<file path="config.mk">
export PLATFORM = sky130hd
export DESIGN_NAME = mbc_sqrt
export DESIGN_NICKNAME = d
export VERILOG_FILES = /design/src/design/mbc_pkg.sv /design/src/design/mbc_sqrt.sv
export SDC_FILE = /design/constraint.sdc
export NUM_CORES = 1
export LEC_CHECK = 0
export BUFFER_PORTS_ARGS = -buffer_cell sky130_fd_sc_hd__buf_2
export CAP_MARGIN = 5
export CORE_AREA = 2 2 102 104
export DETAILED_ROUTE_END_ITERATION = 10
export DIE_AREA = 0 0 104 106
export PLACE_DENSITY = 0.84
export SYNTH_ARGS = -nofsm -noshare
export SYNTH_HDL_FRONTEND = slang
export SYNTH_SLANG_ARGS = --single-unit
export TNS_END_PERCENT = 100
</file>
<file path="constraint.sdc">
create_clock -name clk -period 6.6 [get_ports clk]
set_input_delay 0 -clock clk [delete_from_list [all_inputs] [get_ports clk]]
set_output_delay 0 -clock clk [all_outputs]
set_load 0.03 [all_outputs]
</file>
<file path="src/design/mbc_pkg.sv">
// shared constants, types and the coefficient rom of the multiband compressor
// no dependencies; every other design file but mbc_ram imports this package
package mbc_pkg;

	localparam int BLOCK_LEN  = 64;
	localparam int MAX_BANDS  = 8;
	localparam int ADDR_W     = $clog2(BLOCK_LEN);
	localparam int CNT_W      = $clog2(BLOCK_LEN + 1);
	localparam int BAND_W     = (MAX_BANDS > 1) ? $clog2(MAX_BANDS) : 1;
	localparam int BANDS_W    = $clog2(MAX_BANDS + 1);
	localparam int SAMPLE_W   = 16;
	localparam int COEF_W     = 24;
	localparam int SUM_W      = 24;
	localparam int ENERGY_W   = 48;
	localparam int ROOT_W     = ENERGY_W / 2;
	localparam int GAIN_W     = 16;
	localparam int BC_W       = 4;
	localparam int THR_W      = 15;
	localparam int CFG_IDX_W  = 4;
	localparam int CFG_DATA_W = 15;
	localparam int MUL_W      = 25;
	localparam int PROD_W     = 2 * MUL_W;
	localparam int FRAC_C     = 22;
	localparam int FRAC_G     = 15;

	localparam logic [BC_W-1:0]   BC_RESET   = BC_W'(4);
	localparam logic [THR_W-1:0]  THR_RESET  = THR_W'(3277);
	localparam logic [GAIN_W:0]   GAIN_ONE   = (GAIN_W + 1)'(32768);

	localparam longint unsigned PI_Q30  = 64'd3373259426;
	localparam longint          ONE_Q30 = 64'sd1073741824;

	// register indexes of the configuration port
	typedef enum logic [CFG_IDX_W-1:0] {
		CFG_BAND_COUNT      = CFG_IDX_W'(0),
		CFG_LEVEL_THRESHOLD = CFG_IDX_W'(1)
	} cfg_reg_t;

	// coefficient rom: [band count - 1][band][b0, a1, a2]
	typedef logic [MAX_BANDS-1:0][MAX_BANDS-1:0][2:0][COEF_W-1:0] coef_rom_t;

	// unsigned long division by shift and subtract, elaboration only
	function automatic longint unsigned udiv64(longint unsigned n, longint unsigned d);
		longint unsigned q, rem;
		q = '0;
		rem = '0;
		for (int i = 63; i >= 0; i--) begin
			rem = {rem[62:0], n[i]};
			if (rem >= d) begin
				rem = rem - d;
				q[i] = 1'b1;
			end
		end
		return q;
	endfunction

	// division rounded to nearest, half away from zero, positive divisor
	function automatic longint div_near(longint num, longint den);
		longint half;
		half = den >>> 1;
		if (num >= 0) return longint'(udiv64(num + half, den));
		return -longint'(udiv64(-num + half, den));
	endfunction

	// integer sine series and normalization, worked out at elaboration
	function automatic coef_rom_t build_rom();
		coef_rom_t rom;
		longint b, k, j, idx, nn, dd, r, alpha, a0, c, num, q, sn, lim;
		longint unsigned x, x2, term;
		bit neg;
		int t;
		rom = '0;
		alpha = 0;
		c = 0;
		lim = (64'sd1 <<< (COEF_W - 1)) - 1;
		for (b = 1; b <= MAX_BANDS; b++) begin
			for (k = 0; k < b; k++) begin
				for (j = 0; j < 2; j++) begin
					if (j == 0) begin
						nn = 1;
						dd = b;
					end else begin
						nn = b - 2 * (2 * k + 1);
						dd = 2 * b;
					end
					// truncated remainder of nn over a full turn
					if (nn >= 0) r = nn - 2 * dd * longint'(udiv64(nn, 2 * dd));
					else r = nn + 2 * dd * longint'(udiv64(-nn, 2 * dd));
					if (r < 0) r = r + 2 * dd;
					neg = 1'b0;
					if (r >= dd) begin
						neg = 1'b1;
						r = r - dd;
					end
					if (2 * r > dd) r = dd - r;
					x = udiv64(PI_Q30 * longint'(r) + longint'(dd >>> 1), longint'(dd));
					x2 = (x * x) >> 30;
					term = x;
					sn = 0;
					for (t = 0; t < 12; t++) begin
						if ((t & 1) == 1) sn = sn - longint'(term);
						else sn = sn + longint'(term);
						term = udiv64((term * x2) >> 30, longint'((2 * t + 2) * (2 * t + 3)));
					end
					if (neg) sn = -sn;
					if (j == 0) begin
						alpha = div_near(sn * 500, 707);
					end else begin
						c = sn;
					end
				end
				a0 = ONE_Q30 + alpha;
				for (idx = 0; idx < 3; idx++) begin
					if (idx == 0) num = alpha * 4194304;
					else if (idx == 1) num = -2 * c * 4194304;
					else num = (ONE_Q30 - alpha) * 4194304;
					q = div_near(num, a0);
					if (q > lim) q = lim;
					if (q < -lim - 1) q = -lim - 1;
					rom[b-1][k][idx] = q[COEF_W-1:0];
				end
			end
		end
		return rom;
	endfunction

	localparam coef_rom_t COEF_ROM = build_rom();

endpackage

</file>
<file path="src/design/mbc_sqrt.sv">
// digit-by-digit integer square root, one result bit per cycle
// depends on mbc_pkg for widths
module mbc_sqrt import mbc_pkg::*; (
	input  logic                clk,
	input  logic                arst_n,
	input  logic                start,
	input  logic [ENERGY_W-1:0] value,
	output logic                done,
	output logic [ROOT_W-1:0]   root
);

	localparam int STEP_W = $clog2(ROOT_W);
	localparam int REM_W  = ROOT_W + 2;

	logic                busy_q;
	logic [STEP_W-1:0]   step_q;
	logic [ENERGY_W-1:0] val_q;
	logic [REM_W-1:0]    rem_q;
	logic [REM_W+1:0]    rem_sh;
	logic [REM_W+1:0]    trial;
	logic                fits;

	assign rem_sh = {rem_q, val_q[ENERGY_W-1 -: 2]};
	assign trial  = {2'b00, root, 2'b01};
	assign fits   = rem_sh >= trial;

	// control
	always_ff @(posedge clk or negedge arst_n) begin
		if (!arst_n) begin
			busy_q <= 1'b0;
			step_q <= '0;
			done   <= 1'b0;
		end else begin
			done <= 1'b0;
			if (start) begin
				busy_q <= 1'b1;
				step_q <= STEP_W'(ROOT_W - 1);
			end else if (busy_q) begin
				step_q <= step_q - STEP_W'(1);
				if (step_q == '0) begin
					busy_q <= 1'b0;
					done   <= 1'b1;
				end
			end
		end
	end

	// datapath
	always_ff @(posedge clk) begin
		if (start) begin
			val_q <= value;
			rem_q <= '0;
			root  <= '0;
		end else if (busy_q) begin
			val_q <= {val_q[ENERGY_W-3:0], 2'b00};
			rem_q <= fits ? REM_W'(rem_sh - trial) : rem_sh[REM_W-1:0];
			root  <= {root[ROOT_W-2:0], fits};
		end
	end

endmodule

</file>
==> flow_metrics.py <==
metrics = {
    "run_status": {
        "outcome": "finished, final reports clean",
    },
    "clock_tree": {
        "clk_path_buf_depth": 2,
        "cts-root-buf": "clkbuf_8",
        "clk_pin_slew_ns": 0.11,
        "cts_tree": "built",
        "htree_levels": 3,
        "numCtsBuffers": 9,
        "post_cts_resized": 0,
        "numClockSinks": 105,
        "worstSkewPairLatency_ns": 0.38,
    },
    "yosys": {
        "ys_seq_area_share_pct": 45.1,
        "syn_nets": 629,
        "synth-edff-count": 48,
        "synth_commonest_cells": "52 x nor2_1, 50 x dfxtp_1, 48 x edfxtp_1, 46 x mux2_2, 38 x mux2i_1",
        "synth_area_sq_um": 5800,
        "yosysTopAreaCellShare_pct": 24.9,
        "syn_avg_cell_area_sq_um": 10.5,
        "synth.area.top_cells": "edfxtp_1 25%, dfxtp_1 17%, mux2_2 8.9%, mux2i_1 6.6%, ha_1 6.0%",
        "async_flop_share_pct": 6.67,
        "postSynthCellCount": 550,
        "ys_ff_latch": 105,
        "yosys_warnings": 0,
        "synthMostInstantiatedCell": "nor2_1",
        "yosys.area.top_type": "edfxtp_1",
        "synth_flop_cell": "dfxtp_1",
        "synth_cell_types": 67,
    },
    "finish": {
        "antenna_cells": 0,
        "instances_no_fill": 804,
        "ff_latch_area_sq_um": 2620,
        "final_util_pct": 69.2,
        "nNetsFinal": 742,
        "multiInputGateArea_sq_um": 2910,
        "fin_area_sq_um": 6920,
        "layout-drive-gt1-share_pct": 23.2,
        "areaGrowthSynthToFinish_pct": 19.4,
        "fill_cells": 745,
    },
    "grt": {
        "grt_use_met1_pct": 29.0,
        "met3_usage_pct": 5.21,
        "grt_max_degree": 97,
        "grtUsageTotal_pct": 25.8,
        "grt_pass1_wl_microns": 22400,
        "grt_busiest_layer": "met2",
        "use_met2_pct": 48.0,
        "grt_pass1_vias": 4731,
        "globalRouteOverflowTotal": 0,
        "antenna_found_initial": 0,
    },
    "power_and_ir_drop": {
        "clkPwrFrac_pct": 15.0,
        "max-vdd-ir-drop_v": 0.000177,
        "p_comb_share_pct": 52.6,
        "leakage_nw": 3.05,
        "p_total_mw": 2.66,
        "swShare_pct": 41.2,
        "pwr-share-seq_pct": 32.5,
        "switching_power_mw": 1.10,
        "p_per_area_nw_per_um2": 384,
        "power.internal_mw": 1.56,
    },
    "timing": {
        "setup_viol": 0,
        "tns_ns": 0,
        "timing.hold.ws_ns": 0.131,
        "hold_viol_final": 0,
        "finalCriticalPeriod_ns": 3.05,
        "finClkSkew_ns": 0.0152,
        "final_max_slew_viol_count": 0,
        "worst_pin_slew_ns": 1.06,
        "setup_ws_ns": 3.55,
        "maxSlewHeadroom_pct": 29.3,
        "fmax_mhz": 328,
        "finalCritPeriodShare_pct": 46.2,
        "rsz0062_at_grt": "false",
    },
    "setup_path": {
        "critPathMaxFanout": 11,
        "startpoint_type": "flip-flop",
        "worst_r2r_path_depth": 10,
        "critPathCaptureType": "flip-flop",
        "worstReg2RegStart": "root[16]",
        "cp.arrival_ns": 3.32,
        "crit_required_ns": 6.87,
        "crit_start": "root[16]",
        "crit_type": "reg -> reg",
    },
    "placement": {
        "port_buffers": 75,
        "gp_congestion": 0.918,
        "dp_worst_setup_slack_ns": 3.59,
        "placedCellCount": 738,
        "dp_hpwl_microns": 8590,
        "placed_area_sq_um": 6230,
    },
    "drt": {
        "drc": 0,
        "postRouteAntennaNets": 0,
        "drtPass1Iterations": 4,
        "drt_iter0_drc": 277,
        "routed_wl_microns": 13900,
        "wl_per_cell_microns": 17.3,
        "viasPerCell": 5.72,
        "vias": 4597,
    },
    "floorplan": {
        "dieArea_sq_um": 11000,
        "ioPinCount": 76,
        "die_h_microns": 106,
        "die_x_microns": 104,
        "initial_core_util_pct": 58.0,
        "rows": 37,
        "core_sq_um": 10000,
    },
    "min_path": {
        "hold_depth": 4,
        "min_path_type": "in -> reg",
        "min_from": "start",
    },
    "run": {
        "cap_violations": 0,
    },
}
==> power groups by stage <==
stage / logic [mW] / registers [mW] / clock network [mW]
3_5_place_dp: 1.34 / 0.873 / 0
5_1_grt: 1.54 / 0.873 / 0.430
4_1_cts: 1.37 / 0.860 / 0.398
2_1_floorplan: 1.12 / 0.858 / 0
3_3_place_gp: 1.30 / 0.870 / 0
6_report: 1.40 / 0.863 / 0.398
==> state kept, by name (all words and copies together), names as in the netlist <==
name    flops
val_q      48
rem_q      26
done        1
root       24
step_q      5
busy_q      1
==> kinds of logic (layout without fill, tap and decap cells) <==
kind of cell | after synthesis | in the layout | share of synthesized area, %
buffers and inverters | 61 | 179 | 4.62
XOR/XNOR | 26 | 26 | 3.93
AO/OA/AOI/OAI | 104 | 104 | 12.6
multiplexers | 84 | 84 | 15.5
flip-flops | 105 | 105 | 45.1
AND/OR/NAND/NOR | 142 | 142 | 12.2
adder cells (fa/ha/maj) | 28 | 28 | 6.04
==> routing by layer <==
| metal | up-vias | wire length, microns |
|---|---|---|
| met3 | 33 | 597 |
| met2 | 136 | 7270 |
| li1 | 2219 | - |
| met5 | - | 0 |
| met4 | 0 | 371 |
| met1 | 2209 | 5660 |
==> final timing paths <==
path / endpoint / slack, ns
worst max register to register: rem_q[15] / 3.55
worst min-delay path: rem_q[18] / 0.13
worst min register to register: rem_q[24] / 0.47
max in group asynchronous: busy_q / 5.71
worst max-delay path: rem_q[15] / 3.55
min in group asynchronous: step_q[3] / 0.60
==> cell usage in the layout, fill, tap and decap left out, types with 3 or more instances in the layout <==
master	n
nor4_1	4
nand2b_1	11
inv_1	34
nand4_1	5
buf_2	74
dfxtp_1	50
nor3_1	8
buf_4	4
dfrtp_1	6
dlygate4sd3_1	50
and3_1	4
mux2_2	46
nor2b_1	5
clkbuf_8	9
nand4b_1	3
ha_1	28
edfxtp_1	48
a21oi_1	17
a211oi_1	15
o21ai_0	21
nor2_1	52
o211ai_1	3
mux2i_1	38
xor2_1	10
nand2_1	26
nand3_1	7
xnor2_1	16
inv_6	3
o311ai_1	3
a21o_1	10
o21bai_1	3
o21a_1	7
==> cell type report <==
cell class,instances,share of cell area [%]
Clock buffer,9,1.79
Timing Repair Buffer,128,13.0
Sequential cell,105,37.8
Clock inverter,7,0.904
Multi-Input combinational cell,384,42.1
Tap cell,136,2.46
Inverter,35,1.90
==> critical path: stages (launching register included) <==
cell	delay, ns
dfxtp_1	0.39
inv_1	0.06
ha_1	0.41
a21oi_1	0.28
a21oi_1	0.12
o311ai_1	0.39
o311ai_2	0.18
a21oi_2	0.25
o21a_1	0.42
nor2_2	0.15
a2111oi_2	0.30
==> repair_timing <==
item                      CTS  global route
hold buffers               50             0
hold endpoints to repair   55             0
buffers inserted            0             0
Power figures use the tool's default switching activity.
