$ cat src/design/mbc_pkg.sv
// shared constants, types and the coefficient rom of the multiband compressor
// no dependencies; every other design file but mbc_ram imports this package
package mbc_pkg;

	localparam int BLOCK_LEN  = 64;
	localparam int MAX_BANDS  = 8;
	localparam int ADDR_W     = $clog2(BLOCK_LEN);
	localparam int CNT_W      = $clog2(BLOCK_LEN + 1);
	localparam int BAND_W     = (MAX_BANDS > 1) ? $clog2(MAX_BANDS) : 1;
	localparam int BANDS_W    = $clog2(MAX_BANDS + 1);
	localparam int SAMPLE_W   = 16;
	localparam int COEF_W     = 24;
	localparam int SUM_W      = 24;
	localparam int ENERGY_W   = 48;
	localparam int ROOT_W     = ENERGY_W / 2;
	localparam int GAIN_W     = 16;
	localparam int BC_W       = 4;
	localparam int THR_W      = 15;
	localparam int CFG_IDX_W  = 4;
	localparam int CFG_DATA_W = 15;
	localparam int MUL_W      = 25;
	localparam int PROD_W     = 2 * MUL_W;
	localparam int FRAC_C     = 22;
	localparam int FRAC_G     = 15;

	localparam logic [BC_W-1:0]   BC_RESET   = BC_W'(4);
	localparam logic [THR_W-1:0]  THR_RESET  = THR_W'(3277);
	localparam logic [GAIN_W:0]   GAIN_ONE   = (GAIN_W + 1)'(32768);

	localparam longint unsigned PI_Q30  = 64'd3373259426;
	localparam longint          ONE_Q30 = 64'sd1073741824;

	// register indexes of the configuration port
	typedef enum logic [CFG_IDX_W-1:0] {
		CFG_BAND_COUNT      = CFG_IDX_W'(0),
		CFG_LEVEL_THRESHOLD = CFG_IDX_W'(1)
	} cfg_reg_t;

	// coefficient rom: [band count - 1][band][b0, a1, a2]
	typedef logic [MAX_BANDS-1:0][MAX_BANDS-1:0][2:0][COEF_W-1:0] coef_rom_t;

	// unsigned long division by shift and subtract, elaboration only
	function automatic longint unsigned udiv64(longint unsigned n, longint unsigned d);
		longint unsigned q, rem;
		q = '0;
		rem = '0;
		for (int i = 63; i >= 0; i--) begin
			rem = {rem[62:0], n[i]};
			if (rem >= d) begin
				rem = rem - d;
				q[i] = 1'b1;
			end
		end
		return q;
	endfunction

	// division rounded to nearest, half away from zero, positive divisor
	function automatic longint div_near(longint num, longint den);
		longint half;
		half = den >>> 1;
		if (num >= 0) return longint'(udiv64(num + half, den));
		return -longint'(udiv64(-num + half, den));
	endfunction

	// integer sine series and normalization, worked out at elaboration
	function automatic coef_rom_t build_rom();
		coef_rom_t rom;
		longint b, k, j, idx, nn, dd, r, alpha, a0, c, num, q, sn, lim;
		longint unsigned x, x2, term;
		bit neg;
		int t;
		rom = '0;
		alpha = 0;
		c = 0;
		lim = (64'sd1 <<< (COEF_W - 1)) - 1;
		for (b = 1; b <= MAX_BANDS; b++) begin
			for (k = 0; k < b; k++) begin
				for (j = 0; j < 2; j++) begin
					if (j == 0) begin
						nn = 1;
						dd = b;
					end else begin
						nn = b - 2 * (2 * k + 1);
						dd = 2 * b;
					end
					// truncated remainder of nn over a full turn
					if (nn >= 0) r = nn - 2 * dd * longint'(udiv64(nn, 2 * dd));
					else r = nn + 2 * dd * longint'(udiv64(-nn, 2 * dd));
					if (r < 0) r = r + 2 * dd;
					neg = 1'b0;
					if (r >= dd) begin
						neg = 1'b1;
						r = r - dd;
					end
					if (2 * r > dd) r = dd - r;
					x = udiv64(PI_Q30 * longint'(r) + longint'(dd >>> 1), longint'(dd));
					x2 = (x * x) >> 30;
					term = x;
					sn = 0;
					for (t = 0; t < 12; t++) begin
						if ((t & 1) == 1) sn = sn - longint'(term);
						else sn = sn + longint'(term);
						term = udiv64((term * x2) >> 30, longint'((2 * t + 2) * (2 * t + 3)));
					end
					if (neg) sn = -sn;
					if (j == 0) begin
						alpha = div_near(sn * 500, 707);
					end else begin
						c = sn;
					end
				end
				a0 = ONE_Q30 + alpha;
				for (idx = 0; idx < 3; idx++) begin
					if (idx == 0) num = alpha * 4194304;
					else if (idx == 1) num = -2 * c * 4194304;
					else num = (ONE_Q30 - alpha) * 4194304;
					q = div_near(num, a0);
					if (q > lim) q = lim;
					if (q < -lim - 1) q = -lim - 1;
					rom[b-1][k][idx] = q[COEF_W-1:0];
				end
			end
		end
		return rom;
	endfunction

	localparam coef_rom_t COEF_ROM = build_rom();

endpackage

$ cat src/design/mbc_div.sv
// restoring divider, one quotient bit per cycle, energy and gain divisions
// depends on mbc_pkg for widths
module mbc_div import mbc_pkg::*; (
	input  logic                clk,
	input  logic                arst_n,
	input  logic                start,
	input  logic [ENERGY_W-1:0] num,
	input  logic [ROOT_W-1:0]   den,
	output logic                done,
	output logic [ENERGY_W-1:0] quot
);

	localparam int STEP_W = $clog2(ENERGY_W);

	logic                busy_q;
	logic [STEP_W-1:0]   step_q;
	logic [ENERGY_W-1:0] num_q;
	logic [ROOT_W-1:0]   den_q;
	logic [ROOT_W-1:0]   rem_q;
	logic [ROOT_W:0]     rem_sh;
	logic                fits;

	assign rem_sh = {rem_q, num_q[ENERGY_W-1]};
	assign fits   = rem_sh >= {1'b0, den_q};

	// control
	always_ff @(posedge clk or negedge arst_n) begin
		if (!arst_n) begin
			busy_q <= 1'b0;
			step_q <= '0;
			done   <= 1'b0;
		end else begin
			done <= 1'b0;
			if (start) begin
				busy_q <= 1'b1;
				step_q <= STEP_W'(ENERGY_W - 1);
			end else if (busy_q) begin
				step_q <= step_q - STEP_W'(1);
				if (step_q == '0) begin
					busy_q <= 1'b0;
					done   <= 1'b1;
				end
			end
		end
	end

	// datapath
	always_ff @(posedge clk) begin
		if (start) begin
			num_q <= num;
			den_q <= den;
			rem_q <= '0;
		end else if (busy_q) begin
			num_q <= {num_q[ENERGY_W-2:0], 1'b0};
			rem_q <= fits ? ROOT_W'(rem_sh - {1'b0, den_q}) : rem_sh[ROOT_W-1:0];
			quot  <= {quot[ENERGY_W-2:0], fits};
		end
	end

endmodule

$ cat config.mk
export PLATFORM = sky130hd
export DESIGN_NAME = mbc_div
export DESIGN_NICKNAME = d
export VERILOG_FILES = /design/src/design/mbc_pkg.sv /design/src/design/mbc_div.sv
export SDC_FILE = /design/constraint.sdc
export NUM_CORES = 1
export LEC_CHECK = 0
export ABC_AREA = 1
export BUFFER_PORTS_ARGS = -buffer_cell sky130_fd_sc_hd__buf_2
export CORE_ASPECT_RATIO = 1.25
export CORE_MARGIN = 2
export CORE_UTILIZATION = 45
export DETAILED_ROUTE_END_ITERATION = 10
export GPL_TIMING_DRIVEN = 0
export HOLD_SLACK_MARGIN = 0.08
export PLACE_DENSITY = 0.66
export SLEW_MARGIN = 10
export SYNTH_ARGS = -nofsm -noshare
export SYNTH_HDL_FRONTEND = slang
export SYNTH_SLANG_ARGS = --single-unit
export TNS_END_PERCENT = 5
$ cat constraint.sdc
create_clock -name clk -period 3 [get_ports clk]
set_input_delay 0.45 -clock clk [delete_from_list [all_inputs] [get_ports clk]]
set_output_delay 0.45 -clock clk [all_outputs]
set_load 0.03 [all_outputs]
==> results.md <==
* Final setup violation count at 0
* Sum Neg Setup Slack at 0 ns
* Height of the die at 149 µm
* Vias in the first global route at about 5800
* Die area at 17900 µm²
* Number of max-cap violations at 0
* Pin count of the biggest net entering global routing at 58
* Proportion of synthesized flip-flops having asynchronous set or reset at 5.26%
* Latest clock arrival within the worst-skew pair at about 0.43 ns
* Met3 GRT Util at under 10%
* Static Leakage at 4.57 nW
* Ant. Diodes at 0
* Buffers from clock root to sink, at most at 2
* Crit path cell chain: buf_2 -> clkbuf_1 -> nor2_1 -> inv_1 -> clkbuf_4
* Global placer's final weighted congestion at ~0.94
* DP Worst Slack at -0.241 ns
* Synth Register Bits at 152
* Busiest layer in global routing: met2
* Flip-flop cell with the highest count after synthesis: sky130_fd_sc_hd__edfxtp_1
* Max Slew Vio Count at 0
* Number of design-rule violations left by the first detailed-router iteration at about 270
* Initial cell density of the core at between 40% and 50%
* Post-synthesis net count at 981
* Time the final worst path needs with I/O delays and setup at roughly 2.5 ns
* Start-to-end type of the worst setup path: input pin to flop
* Clk sink count at between 150 and 200
* Post-synthesis sequential area ratio at 56.4%
* CORE AREA at between 15000 and 20000 µm²
* Global-route usage over all layers at approximately a fifth
* Max transition margin at 48.1%
* IR Drop Worst-Case VDD at approximately 0.4 mV
* Number of H-tree levels at 4
* Count of flip-flops with a built-in enable after synthesis at 120
* Register area at 4280 µm²
* PnR Total Power at between 6 and 7 mW
* Number of endpoints with negative hold slack in the final report at 0
* # port buffers at 123
* Power per unit of standard cell area at 764 nW/µm²
* Worst path setup slack after routing at between 0.4 and 0.5 ns
* Class of the worst hold path: input pin to flop
* Sw power at approximately 2.4 mW
* Gate count of the mapped netlist at 879
* Wire length of the first global-routing pass at around 27000 µm
* Via count at 5843
* Final Cycle Share at a little over four fifths
* Worst slew pin tran at between 0.7 and 0.8 ns
* Register-to-Register Setup Slack at 0.79 ns
* TritonCTS clock tree: built
* Largest delay contributor family on the critical path: buffers and inverters
* Half-perimeter wire length of the detailed placement result at about 12000 µm
* Bufs and invs on worst path at 4
* Number of iterations in the first detailed-routing pass at 4
* Startpoint kind of the worst setup timing path: input pin
* Floorplan die width at around 120 µm
* Cell with the largest stage delay on the worst path: sky130_fd_sc_hd__clkbuf_4
* Fraction of layout instances using a drive strength above 1 at between 10% and 20%
* Total gr overflow at 0
* Max Fanout on Critical Path at 57
* Avg Inst Size Synth at between 8 and 9 µm²
* Met1 demand-to-capacity share in global routing at ~22%
* Final ANT Viol Nets at 0
* RSZ-0062 raised after global routing: no
* Arrival time at the worst endpoint at around 2.6 ns
* Count of nets after finishing at about 1100
* Filler cells at 1635
* Count of cells resized by post-cts repair at 0
* Nature of the critical path endpoint: flop
* Required time of the worst setup path at 3.06 ns
* Multi-input combinational cell area at around 2700 µm²
* Internal power consumption at roughly 4.6 mW
* Distinct cells, synth at 35
* TritonCTS Buffers at 17
* FP Rows at 53
* Area of the mapped netlist at between 7000 and 8000 µm²
* Avg Vias per Cell at ~4.7
* Cell count after placement at between 1000 and 1500
* Result of the run: finished clean
* Comb power frac at a little under a third
* Area Overhead vs Synth at 19.6%
* Number of non-filler instances in the completed layout at 1255
* Switching power share of the total at 34.4%
* Max Clock Freq at about 0.39 GHz
* Number of warnings issued by yosys at 0
* CP max stage delay at between 0.6 and 0.7 ns
* Share of power burned in registers at 38.4%
* Core Util, Final at 54.5%
* Global Route met2 Usage at approximately a third
* Clock Pin Slew Worst Setup and Hold Paths at 0.06 ns
* Detailed Route WL at around 17000 µm
* Share of total power in the clock network at a little under a third
* Routed len/inst at around 13 µm
* DRC viols at 0
* I/O Pins at roughly 120
* Buffer type at the clock tree root: sky130_fd_sc_hd__clkbuf_16
* Antenna violations before repair at 0
* Final worst clock skew at approximately 0.0056 ns
[cell families after synthesis]
kind of cell | share of synthesized area [%]
flops | 56.4
compound gates | 2.49
buf+inv | 8.34
simple gates | 27.2
fa+ha+maj | 4.55
xor+xnor | 1.04
[metrics by stage]
| step | hold slack (ns) | instance area (µm²) |
|---|---|---|
| floorplan | 0.154 | 7590 |
| global placement | 0.308 | 8480 |
| detailed placement | 0.304 | 8490 |
| CTS | 0.185 | 9080 |
| global route | 0.181 | 9080 |
| finish | 0.196 | 9080 |
[what timing repair did]
item | in CTS | in global routing
hold buffers | 1 | 0
buffers inserted | 0 | 0
endpoints found under the hold margin | 8 | 0
[registers in the layout, indices dropped and copies added, names as in the netlist]
name	cells
step_q	6
den_q	24
num_q	48
done	1
quot	48
rem_q	24
busy_q	1
[power groups by stage]
| stage | clock network, mW | registers [mW] | logic (mW) |
|---|---|---|---|
| floorplan | 0 | 2.77 | 1.57 |
| global placement | 0 | 2.70 | 2.14 |
| detailed placement | 0 | 2.71 | 2.16 |
| CTS | 2.15 | 2.67 | 2.17 |
| global route | 2.24 | 2.69 | 2.47 |
| finish | 2.12 | 2.66 | 2.16 |
[synthesized netlist by cell type, types with 5 or more instances]
cell | count | area (µm²)
sky130_fd_sc_hd__nand2_1 | 359 | 1350
sky130_fd_sc_hd__inv_1 | 131 | 492
sky130_fd_sc_hd__edfxtp_1 | 120 | 3600
sky130_fd_sc_hd__nand3_1 | 69 | 345
sky130_fd_sc_hd__nor2_1 | 37 | 139
sky130_fd_sc_hd__ha_1 | 26 | 325
sky130_fd_sc_hd__dfxtp_1 | 24 | 480
sky130_fd_sc_hd__a21oi_1 | 16 | 80.1
sky130_fd_sc_hd__o21ai_0 | 10 | 50.1
sky130_fd_sc_hd__clkbuf_1 | 9 | 33.8
sky130_fd_sc_hd__dfrtp_1 | 8 | 200
sky130_fd_sc_hd__nand4_1 | 8 | 50.1
sky130_fd_sc_hd__xnor2_1 | 8 | 70.1
sky130_fd_sc_hd__nand3b_1 | 7 | 52.6
sky130_fd_sc_hd__o21ai_1 | 7 | 35.0
sky130_fd_sc_hd__buf_2 | 5 | 25.0
[path summary, 6_finish.rpt]
kind,cells after the start,start,endpoint
setup / recovery,5,start,num_q[15]$_DFFE_PP_
hold / removal,1,den[5],den_q[5]$_DFFE_PP_
setup reg to reg,13,den_q[12]$_DFFE_PP_,rem_q[13]$_SDFFE_PP0P_
hold reg to reg,0,quot[35]$_DFFE_PP_,quot[36]$_DFFE_PP_
max in group asynchronous,2,arst_n,step_q[2]$_DFFE_PN0P_
min in group asynchronous,2,arst_n,step_q[5]$_DFFE_PN0P_
[metal layers]
layer / vias to the layer above / wire (µm)
li1: 3077 / -
met1: 2614 / 7110
met2: 122 / 8270
met3: 30 / 789
met4: 0 / 370
met5: - / 0
[cells in the final DEF, fill, tap and decap left out, types with 2 or more instances in the layout]
cell / instances
sky130_fd_sc_hd__nand2_1: 359
sky130_fd_sc_hd__inv_1: 131
sky130_fd_sc_hd__buf_2: 127
sky130_fd_sc_hd__edfxtp_1: 120
sky130_fd_sc_hd__nand3_1: 69
sky130_fd_sc_hd__nor2_1: 37
sky130_fd_sc_hd__ha_1: 26
sky130_fd_sc_hd__dfxtp_1: 24
sky130_fd_sc_hd__clkbuf_16: 17
sky130_fd_sc_hd__a21oi_1: 16
sky130_fd_sc_hd__clkbuf_1: 10
sky130_fd_sc_hd__o21ai_0: 10
sky130_fd_sc_hd__nand4_1: 8
sky130_fd_sc_hd__xnor2_1: 8
sky130_fd_sc_hd__dfrtp_1: 8
sky130_fd_sc_hd__nand3b_1: 7
sky130_fd_sc_hd__o21ai_1: 7
sky130_fd_sc_hd__clkinv_1: 5
sky130_fd_sc_hd__inv_2: 4
sky130_fd_sc_hd__buf_1: 4
sky130_fd_sc_hd__nand2_2: 4
sky130_fd_sc_hd__nor2_2: 3
sky130_fd_sc_hd__buf_6: 3
sky130_fd_sc_hd__nor3_1: 2
sky130_fd_sc_hd__buf_4: 2
sky130_fd_sc_hd__bufinv_16: 2
sky130_fd_sc_hd__clkinv_4: 2
sky130_fd_sc_hd__inv_6: 2
sky130_fd_sc_hd__clkinvlp_4: 2
sky130_fd_sc_hd__inv_8: 2
[final cells by class]
cell class / instances / area share [%]
clock inverter: 13 / 1.60
buffer: 22 / 1.34
sequential: 152 / 47.2
clock buffer: 19 / 4.77
multi-input combinational: 567 / 29.5
tap: 220 / 3.03
inverter: 138 / 5.71
timing repair buffer: 124 / 6.89
Note: power is estimated with default switching activity, not from simulation.
