==> src/design/mbc_ram.sv <==
// generic single-port-write, single-port-read ram with registered read data
// no dependencies
module mbc_ram #(
	parameter int WIDTH = 16,
	parameter int DEPTH = 64
) (
	input  logic                     clk,
	input  logic                     we,
	input  logic [$clog2(DEPTH)-1:0] waddr,
	input  logic [WIDTH-1:0]         wdata,
	input  logic                     re,
	input  logic [$clog2(DEPTH)-1:0] raddr,
	output logic [WIDTH-1:0]         rdata
);

	logic [WIDTH-1:0] mem_q [DEPTH];

	// write port, read data holds while re is low
	always_ff @(posedge clk) begin
		if (we) mem_q[waddr] <= wdata;
		if (re) rdata <= mem_q[raddr];
	end

endmodule

==> config.mk <==
export PLATFORM = sky130hd
export DESIGN_NAME = mbc_ram
export DESIGN_NICKNAME = d
export VERILOG_FILES = /design/src/design/mbc_ram.sv
export SDC_FILE = /design/constraint.sdc
export NUM_CORES = 1
export LEC_CHECK = 0
export BUFFER_PORTS_ARGS = -buffer_cell sky130_fd_sc_hd__buf_4
export CORE_MARGIN = 5
export CORE_UTILIZATION = 30
export CTS_CLUSTER_SIZE = 12
export DETAILED_ROUTE_END_ITERATION = 12
export PLACE_DENSITY = 0.45
export REMOVE_ABC_BUFFERS = 1
export SLEW_MARGIN = 20
export SYNTH_ARGS = -nofsm -noshare
export SYNTH_HDL_FRONTEND = slang
export SYNTH_SLANG_ARGS = --single-unit
export TNS_END_PERCENT = 1
==> constraint.sdc <==
create_clock -name clk -period 2.8 [get_ports clk]
set_input_delay 0.56 -clock clk [delete_from_list [all_inputs] [get_ports clk]]
set_output_delay 0.56 -clock clk [all_outputs]
set_load 0.05 [all_outputs]
==> results of run 1 <==
-- kinds of logic after synthesis --
family / synth area share [%]
mux: 15.5
compound gates: 2.40
simple gates: 2.64
buf+inv: 1.82
flops: 77.7
-- registers in the layout, indices dropped and copies added (netlist names) --
register / cells
rdata: 16
mem_q: 1024
-- Yosys cell counts, types with 6 or more instances --
master / count / area (sq um)
edfxtp_1: 1040 / 31200
mux4_2: 220 / 4950
mux2i_1: 85 / 851
nor2_1: 72 / 270
nand2_1: 59 / 221
a22oi_1: 39 / 293
buf_2: 36 / 180
nor2b_1: 30 / 188
mux2_2: 27 / 304
clkbuf_1: 24 / 90.1
nand3_1: 24 / 120
a21oi_1: 17 / 85.1
buf_6: 17 / 191
a221oi_1: 16 / 140
buf_4: 13 / 97.6
nand4_1: 12 / 75.1
a211o_1: 8 / 70.1
a211oi_1: 8 / 60.1
a311oi_1: 8 / 70.1
a31oi_1: 8 / 50.1
a221o_1: 6 / 60.1
a22o_1: 6 / 52.6
-- routing by layer --
metal	vias to the layer above	global-route usage (%)	share of wire (%)
met1	10600	21.5	45
met5	-	0	0
met3	140	2.53	5.0
met2	490	24.3	48
li1	8311	-	-
met4	0	3.31	1.9
-- power groups by stage --
| stage | sequential, W | clock (W) | combinational (W) |
|---|---|---|---|
| after detailed placement | 0.0177 | 0 | 0.00196 |
| after floorplan | 0.0177 | 0 | 0.000640 |
| after CTS | 0.0173 | 0.0138 | 0.00197 |
| after global routing | 0.0173 | 0.0145 | 0.00204 |
| after global placement | 0.0177 | 0 | 0.00194 |
| final | 0.0173 | 0.0134 | 0.00191 |
-- worst max-delay path by stage --
stage                        end  slack [ps]  cells after the start
global placement        rdata[3]        -510                      8
floorplan           mem_q[48][0]         360                      3
finish                  rdata[3]         320                      8
CTS                     rdata[3]         290                      8
global route            rdata[3]         250                      8
detailed placement      rdata[3]        -460                      8
-- metrics by stage --
stage               utilization, %  area [sq um]  setup WS (ps)  setup TNS (ps)
CTS                           35.6         47500            289               0
global placement              33.2         44200           -506           -2640
floorplan                        -         39500            358               0
finish                        35.6         47500            324               0
global route                  35.6         47500            252               0
detailed placement            33.2         44200           -464           -2620
-- layout make-up --
cell class | instances | area, sq um | share of cell area (%)
tap | 1768 | 2210 | 4.66
sequential | 1040 | 31200 | 65.8
clock inverter | 41 | 340 | 0.717
antenna | 8 | 20.0 | 0.0422
multi-input combinational | 685 | 8250 | 17.4
timing repair buffer | 291 | 2520 | 5.30
clock buffer | 148 | 2920 | 6.14
==> impl_metrics.env, run 1 <==
export IMPL_clkPwrFrac_pct=41.1
export IMPL_crit_chain="buf_8 -> buf_12 -> mux4_2 -> nor2b_1 -> a211o_1 -> a31oi_1 -> buf_4 -> a311oi_1"
export IMPL_p_leak_nw=15.1
export IMPL_place_inst=3784
export IMPL_initial_utilization_pct=30.2
export IMPL_cts_buffers=108
export IMPL_ys_warn_count=0
export IMPL_reg2reg_slack_ps=380
export IMPL_grt_ovfl_total=0
export IMPL_finalSetupViolations=0
export IMPL_root_buffer="clkbuf_16"
export IMPL_cts_sinks=1040
export IMPL_routed_wl_um=108000
export IMPL_row_count=134
export IMPL_hold_viol=0
export IMPL_worst_ep_arrival_time_ps=2890
export IMPL_end_kind="flop"
export IMPL_min_path_type="input pin to flop"
export IMPL_fin_skew_ps=23.8
export IMPL_fin_nets=2157
export IMPL_hpwl_um=66400
export IMPL_path_buf_inv=3
export IMPL_insertion_delay_ps=690
export IMPL_synth_cells=1829
export IMPL_cts_tree="done"
export IMPL_worst_pin_slew_ps=880
export IMPL_final_cells=3981
export IMPL_grt_max_degree=65
export IMPL_min_delay_path_depth=1
export IMPL_min_period_ps=2480
export IMPL_final_common_cell="edfxtp_1"
export IMPL_synth_avg_cell_area_sq_um=22.0
export IMPL_vias=19600
export IMPL_gp_congestion=0.775
export IMPL_cp_start_kind="input pin"
export IMPL_maxCapViolCount=0
export IMPL_combinationalPowerShare_pct=5.9
export IMPL_synth_edf_count=1040
export IMPL_whs_endpoint="rdata[0]"
export IMPL_dieWidth_um=376
export IMPL_rsz0062_at_grt="no"
export IMPL_swShare_pct=21.3
export IMPL_wl_per_cell_um=27.1
export IMPL_ios=47
export IMPL_critPathSlowestCell="a31oi_1"
export IMPL_slew_viol_final=0
export IMPL_via_per_inst=4.91
export IMPL_min_period_over_period_pct=88.4
export IMPL_worstPathRequired_ps=3210
export IMPL_cts_setup_buffers=0
export IMPL_syn_area_sq_um=40200
export IMPL_grt_pass1_wl_um=153000
export IMPL_ys_ff_latch=1040
export IMPL_die_area_sq_um=141000
export IMPL_hold_worst_slack_ps=293
export IMPL_core_sq_um=133000
export IMPL_synthToLayoutAreaGrowth_pct=18.1
export IMPL_fmax_ghz=0.404
export IMPL_ir_worst_vdd_mv=0.426
export IMPL_die_h_um=376
export IMPL_path_clk_slew_ps=60
export IMPL_max_stage_delay_ps=580
export IMPL_internal_power_w=0.0257
export IMPL_antenna_found_initial=10
export IMPL_crit_fanout=20
export IMPL_worstReg2RegStart="mem_q[10][3]"
export IMPL_fillCellCount=12300
export IMPL_final_cell_mix="edfxtp_1 (1040), buf_4 (263), mux4_2 (220), clkbuf_16 (111), mux2i_1 (85)"
export IMPL_htreeDepth=3
export IMPL_r2r_end="rdata[3]"
export IMPL_numPortBuffers=46
export IMPL_drt_pass1_iterations=5
export IMPL_power_density_nw_per_um2=688
export IMPL_status="complete, no violations"
export IMPL_power_switching_w=0.00697
export IMPL_drc=0
export IMPL_cts_hold_buf=0
export IMPL_criticalPathCategory="input pin to flop"
export IMPL_layout_drive_gt1_share_pct=30.9
export IMPL_synth_cell_types=42
export IMPL_rr_worst_depth=6
export IMPL_relSlewSlack_pct=41.3
export IMPL_async_flop_share_pct=0
export IMPL_synth_main_ff_cell="edfxtp_1"
export IMPL_grt_pass1_vias=20200
export IMPL_ant_nets=0
export IMPL_grt_usage_pct=15.0
export IMPL_drt_iter0_drc=1704
export IMPL_min_from="re"
export IMPL_crit_path_start="raddr[0]"
export IMPL_p_total_w=0.0327
export IMPL_crit_family="compound AO/OA/AOI/OAI gates"
export IMPL_yosysSeqAreaShare_pct=77.7
export IMPL_seq_power_share_pct=53.1
export IMPL_cts_repair_resized=0
export IMPL_clk_path_buf_depth=3
No activity file was read; power rests on OpenSTA's default activity.
==> run 2, diff against run 1 <==
--- a/config.mk
+++ b/config.mk
@@ -11,6 +11,7 @@
 export CTS_CLUSTER_SIZE = 12
 export DETAILED_ROUTE_END_ITERATION = 12
 export PLACE_DENSITY = 0.45
+export RECOVER_POWER = 100
 export REMOVE_ABC_BUFFERS = 1
 export SLEW_MARGIN = 20
 export SYNTH_ARGS = -nofsm -noshare
==> run 2 against run 1 <==
Effect of this change:
- via count rose by 0.37%
- clock skew rose by 3.5 ps
- setup slack got worse by 110 ps
- critical path depth rose by 2
- cell area fell by 1.1%
- clock power barely moved
- the flow now finishes with violations (capacitance limit, slew limit)
- clock-buffer cell count did not move
- die area did not move
- sequential power barely moved
- combinational power fell by 3%
==> impl_metrics.env, run 2 (synthesized netlist as in run 1, its figures left out) <==
export IMPL_whs_endpoint="rdata[7]"
export IMPL_maxCapViolCount=15
export IMPL_min_path_type="input pin to flop"
export IMPL_largest_reg_flops=1024
export IMPL_wl_per_cell_um=27.1
export IMPL_cts_setup_buffers=0
export IMPL_dpl_cell_area_sq_um=44200
export IMPL_cts_repair_resized=0
export IMPL_worst_ep_arrival_time_ps=3000
export IMPL_vias=19600
export IMPL_violations="capacitance limit, slew limit"
export IMPL_design_area_sq_um=47000
export IMPL_layout_drive_gt1_share_pct=25.9
export IMPL_top_regs="mem_q: 1024 flops, rdata: 16 flops"
export IMPL_insertion_delay_ps=680
export IMPL_ir_worst_vdd_mv=0.425
export IMPL_criticalPathCategory="input pin to flop"
export IMPL_gp_congestion=0.775
export IMPL_row_count=134
export IMPL_worstReg2RegStart="mem_q[10][3]"
export IMPL_worst_pin_slew_ps=1720
export IMPL_p_leak_nw=14.6
export IMPL_cts_buffers=108
export IMPL_root_buffer="clkbuf_16"
export IMPL_crit_fanout=24
export IMPL_hold_viol=0
export IMPL_grt_usage_pct=15.0
export IMPL_top_register="mem_q"
export IMPL_clk_path_buf_depth=3
export IMPL_htreeDepth=3
export IMPL_numPortBuffers=46
export IMPL_die_area_sq_um=141000
export IMPL_core_sq_um=133000
export IMPL_cts_hold_buf=0
export IMPL_min_period_over_period_pct=92.3
export IMPL_fillCellCount=12400
export IMPL_min_period_ps=2580
export IMPL_hpwl_um=66400
export IMPL_via_per_inst=4.93
export IMPL_ant_nets=0
export IMPL_finalSetupViolations=0
export IMPL_min_from="raddr[4]"
export IMPL_reg2reg_slack_ps=340
export IMPL_relSlewSlack_pct=-14.8
export IMPL_drt_pass1_iterations=5
export IMPL_path_clk_slew_ps=60
export IMPL_drc=0
export IMPL_die_h_um=376
export IMPL_fin_skew_ps=27.3
export IMPL_status="finished with violations"
export IMPL_dieWidth_um=376
export IMPL_r2r_end="rdata[3]"
export IMPL_cts_tree="done"
export IMPL_synthToLayoutAreaGrowth_pct=16.9
export IMPL_fin_nets=2157
export IMPL_final_cell_mix="edfxtp_1 (1040), mux4_2 (220), clkbuf_1 (144), buf_4 (142), clkbuf_16 (111)"
export IMPL_rr_worst_depth=6
export IMPL_grt_max_degree=65
export IMPL_multi_input_area_sq_um=8240
export IMPL_worstPathRequired_ps=3210
export IMPL_seqCellArea_sq_um=31200
export IMPL_routed_wl_um=108000
export IMPL_final_common_cell="edfxtp_1"
export IMPL_ios=47
export IMPL_initial_utilization_pct=30.2
export IMPL_cp_start_kind="input pin"
export IMPL_min_delay_path_depth=3
export IMPL_grt_ovfl_total=0
export IMPL_slew_viol_final=979
export IMPL_cts_sinks=1040
export IMPL_grt_pass1_vias=20200
export IMPL_grt_pass1_wl_um=153000
export IMPL_fmax_ghz=0.387
export IMPL_antenna_found_initial=12
export IMPL_setup_tns_ps=0
export IMPL_rsz0062_at_grt="no"
export IMPL_power_density_nw_per_um2=694
export IMPL_end_kind="flop"
export IMPL_drt_iter0_drc=1834
[run 2: worst max-delay path by stage]
stage / startpoint / to / depth (start not counted)
floorplan: we / mem_q[48][0] / 3
global placement: raddr[0] / rdata[3] / 8
detailed placement: raddr[0] / rdata[3] / 8
CTS: raddr[0] / rdata[3] / 8
global route: raddr[0] / rdata[7] / 9
finish: raddr[2] / rdata[0] / 10
[run 2: metal layers]
| layer | up-vias | global-route usage (%) | part of all wire (%) |
|---|---|---|---|
| met3 | 135 | 2.53 | 5.9 |
| met1 | 10600 | 21.5 | 44 |
| met2 | 538 | 24.3 | 48 |
| li1 | 8313 | - | - |
| met5 | - | 0 | 0 |
| met4 | 0 | 3.31 | 1.9 |
[run 2: layout make-up]
| cell class | instances | area share, % |
|---|---|---|
| timing repair buffer | 291 | 4.30 |
| tap | 1768 | 4.71 |
| sequential | 1040 | 66.5 |
| antenna | 10 | 0.0533 |
| multi-input combinational | 685 | 17.5 |
| clock inverter | 41 | 0.724 |
| clock buffer | 148 | 6.21 |
[run 2: through the flow]
| step | power [W] | worst slack (ps) | utilization (%) | instances | hold slack, ps |
|---|---|---|---|---|---|
| after floorplan | 0.0183 | 358 | - | 1725 | 659 |
| after global placement | 0.0196 | -506 | 33.2 | 3784 | 985 |
| after detailed placement | 0.0196 | -464 | 33.2 | 3784 | 981 |
| after CTS | 0.0331 | 289 | 35.6 | 3973 | 238 |
| after global routing | 0.0338 | 131 | 35.2 | 3973 | 623 |
| final | 0.0326 | 217 | 35.3 | 3983 | 646 |
[run 2: critical path: stages]
cell and delay [ps]:
buf_8 320, clkbuf_2 520, buf_4 280, buf_4 160
nor2b_1 50, a211oi_1 340, a221oi_1 170, a221oi_1 320
buf_4 190, a311oi_1 40
[run 2: power breakdown]
part | switching, W | leakage [nW] | total [W] | internal (W)
sequential | 0.0000612 | 9.37 | 0.0174 | 0.0173
clock | 0.00572 | 1.58 | 0.0134 | 0.00768
combinational | 0.00117 | 3.70 | 0.00186 | 0.000697
==> run 3, diff against run 2 <==
--- a/config.mk
+++ b/config.mk
@@ -5,7 +5,8 @@
 export SDC_FILE = /design/constraint.sdc
 export NUM_CORES = 1
 export LEC_CHECK = 0
-export BUFFER_PORTS_ARGS = -buffer_cell sky130_fd_sc_hd__buf_4
+export ABC_AREA = 1
+export BUFFER_PORTS_ARGS = -buffer_cell sky130_fd_sc_hd__buf_2
 export CORE_MARGIN = 5
 export CORE_UTILIZATION = 30
 export CTS_CLUSTER_SIZE = 12
==> run 3 against run 2 <==
Effect of this change:
- the flow still finishes with violations (capacitance limit, slew limit)
- total power increased by 2.4%
- via count up 36%
- global-route usage rose by 1.7 points
- sequential share of layout area decreased by 1.8 points
- worst hold slack got worse by 180 ps
- setup slack better by 230 ps
- clock-buffer cell count grew 4
- cell area increased by 2.7%
- fmax up 9.7%
- utilization fell by 0.70 points
- clock skew rose by 22 ps
- critical path type is now flop to output port
- largest cell class unchanged
- highest routed layer unchanged
==> impl_metrics.env, run 3 <==
export IMPL_hold_viol=0
export IMPL_r2r_end="rdata[11]"
export IMPL_final_cell_mix="nand2_1 (1296), edfxtp_1 (1040), nand3_1 (871), clkbuf_1 (152), clkbuf_16 (114)"
export IMPL_ys_ff_latch=1040
export IMPL_crit_family="buffers and inverters"
export IMPL_finalSetupViolations=0
export IMPL_status="finished with violations"
export IMPL_worstPathRequired_ps=2240
export IMPL_violations="capacitance limit, slew limit"
export IMPL_cp_start_kind="flop"
export IMPL_min_period_ps=2350
export IMPL_wl_per_cell_um=22.4
export IMPL_min_from="raddr[5]"
export IMPL_design_area_sq_um=48300
export IMPL_row_count=137
export IMPL_cts_repair_resized=0
export IMPL_cts_sinks=1040
export IMPL_clk_path_buf_depth=3
export IMPL_ys_warn_count=0
export IMPL_fillCellCount=13800
export IMPL_ir_worst_vdd_mv=0.479
export IMPL_setup_tns_ps=0
export IMPL_grt_max_degree=108
export IMPL_rr_worst_depth=8
export IMPL_yosysSeqAreaShare_pct=73.9
export IMPL_die_area_sq_um=148000
export IMPL_synth_largest_area_cell="edfxtp_1"
export IMPL_min_path_type="input pin to flop"
export IMPL_grt_pass1_wl_um=183000
export IMPL_place_inst=5385
export IMPL_top_regs="mem_q: 1024 flops, rdata: 16 flops"
export IMPL_worst_ep_arrival_time_ps=1790
export IMPL_ios=47
export IMPL_synth_cell_types=15
export IMPL_fmax_ghz=0.425
export IMPL_swShare_pct=23.2
export IMPL_worstReg2RegStart="mem_q[1][11]"
export IMPL_multi_input_area_sq_um=9580
export IMPL_cts_tree="done"
export IMPL_synth_cells=3517
export IMPL_synth_main_ff_cell="edfxtp_1"
export IMPL_criticalPathCategory="flop to output port"
export IMPL_cts_hold_buf=0
export IMPL_insertion_delay_ps=740
export IMPL_top_register="mem_q"
export IMPL_grt_usage_pct=16.7
export IMPL_seq_power_share_pct=51.9
export IMPL_numPortBuffers=46
export IMPL_worst_pin_slew_ps=1850
export IMPL_via_per_inst=4.78
export IMPL_power_density_nw_per_um2=692
export IMPL_synthToLayoutAreaGrowth_pct=14.2
export IMPL_core_sq_um=140000
export IMPL_power_switching_w=0.00776
export IMPL_dieWidth_um=385
export IMPL_fin_skew_ps=49.2
export IMPL_rsz0062_at_grt="no"
export IMPL_layout_drive_gt1_share_pct=7.06
export IMPL_largest_reg_flops=1024
export IMPL_min_period_over_period_pct=84.1
export IMPL_path_buf_inv=1
export IMPL_die_h_um=385
export IMPL_initial_utilization_pct=30.2
export IMPL_crit_chain="clkbuf_1"
export IMPL_yosysMostFrequentCell="nand2_1"
export IMPL_critPathSlowestCell="clkbuf_1"
export IMPL_maxCapViolCount=11
export IMPL_whs_endpoint="rdata[1]"
export IMPL_slew_viol_final=561
export IMPL_synth_avg_cell_area_sq_um=12.0
export IMPL_combinationalPowerShare_pct=6.7
export IMPL_crit_fanout=1
export IMPL_grt_pass1_vias=25800
export IMPL_final_common_cell="nand2_1"
export IMPL_ys_top_cells_by_count="nand2_1 (1296), edfxtp_1 (1040), nand3_1 (871)"
export IMPL_max_stage_delay_ps=550
export IMPL_grt_ovfl_total=0
export IMPL_path_clk_slew_ps=60
export IMPL_async_flop_share_pct=0
export IMPL_vias=26700
export IMPL_gp_congestion=0.778
export IMPL_antenna_found_initial=9
export IMPL_clkPwrFrac_pct=41.4
export IMPL_internal_power_w=0.0256
export IMPL_reg2reg_slack_ps=990
export IMPL_end_kind="output port"
export IMPL_cts_buffers=112
export IMPL_drt_pass1_iterations=5
export IMPL_relSlewSlack_pct=-23.3
export IMPL_min_delay_path_depth=3
export IMPL_cts_setup_buffers=0
export IMPL_htreeDepth=3
export IMPL_synth_edf_count=1040
export IMPL_p_leak_nw=16.8
export IMPL_yosysTopAreaCellShare_pct=73.9
export IMPL_drt_iter0_drc=2250
export IMPL_dpl_cell_area_sq_um=45500
export IMPL_drc=0
export IMPL_seqCellArea_sq_um=31200
export IMPL_ant_nets=0
export IMPL_fin_nets=3654
export IMPL_syn_area_sq_um=42300
export IMPL_root_buffer="clkbuf_16"
export IMPL_synth_area_top_cells="edfxtp_1 (74%), nand2_1 (12%), nand3_1 (10%)"
export IMPL_routed_wl_um=125000
export IMPL_final_cells=5589
export IMPL_hpwl_um=74200
run 3: changes by cell type after synthesis, moves of 32 or more:
cell and change:
a22oi_1 -39, mux4_2 -220, mux2i_1 -85, nand3_1 +847, nand2_1 +1237, buf_6 +32
buf_2 +77
run 3: logic make-up (layout without fill, tap and decap cells):
family        count (synthesis)  count (layout)  share of synthesized area [%]
simple gates               2240            2240                           22.6
flops                      1040            1040                           73.9
buf+inv                     237             430                           3.52
other cells                   0               3                              0
run 3: worst max-delay path by stage:
stage	startpoint	endpoint	slack (ps)	depth (start not counted)
5_1_grt	raddr[0]	rdata[10]	340	11
3_3_place_gp	raddr[0]	rdata[5]	80	12
6_report	rdata[15]	rdata[15]	450	1
2_1_floorplan	raddr[1]	rdata[6]	-620	8
4_1_cts	rdata[15]	rdata[15]	590	1
3_5_place_dp	raddr[0]	rdata[5]	100	12
run 3: worst reg2reg max path, delay by kind of cell, from the launching register on:
kind             cells  cell delay (ps)
flip-flops           1              350
AND/OR/NAND/NOR      8             1210
run 3: per-stage QoR:
stage / util, % / setup slack (ps) / power [W] / hold WS [ps]
after floorplan: - / -618 / 0.0186 / 659
after global routing: 34.5 / 340 / 0.0347 / 443
final: 34.6 / 445 / 0.0334 / 469
after CTS: 35.0 / 585 / 0.0339 / 243
after global placement: 32.6 / 75.4 / 0.0200 / 868
after detailed placement: 32.6 / 103 / 0.0200 / 875
run 3: power groups by stage:
stage          sequential, W  combinational, W  clock (W)
2_1_floorplan         0.0177          0.000861          0
3_3_place_gp          0.0176           0.00233          0
3_5_place_dp          0.0176           0.00233          0
4_1_cts               0.0173           0.00234     0.0142
5_1_grt               0.0173           0.00245     0.0149
6_report              0.0173           0.00223     0.0138
run 3: layout make-up:
| cell class | instances | area share (%) |
|---|---|---|
| diodes | 3 | 0.0156 |
| clock buffers | 152 | 6.21 |
| repair buffers | 217 | 3.40 |
| multi-input cells | 2240 | 19.9 |
| clock inverters | 49 | 0.788 |
| well taps | 1876 | 4.86 |
| flip-flops and latches | 1040 | 64.7 |
| inverters | 12 | 0.174 |
run 3: layer usage:
metal	part of all wire (%)	global-route usage, %	wire (um)	vias up
li1	-	-	-	12600
met3	5.7	3.20	7080	162
met2	47	26.5	58300	620
met4	2.3	4.62	2880	0
met5	0	0	0	-
met1	45	23.5	56900	13300
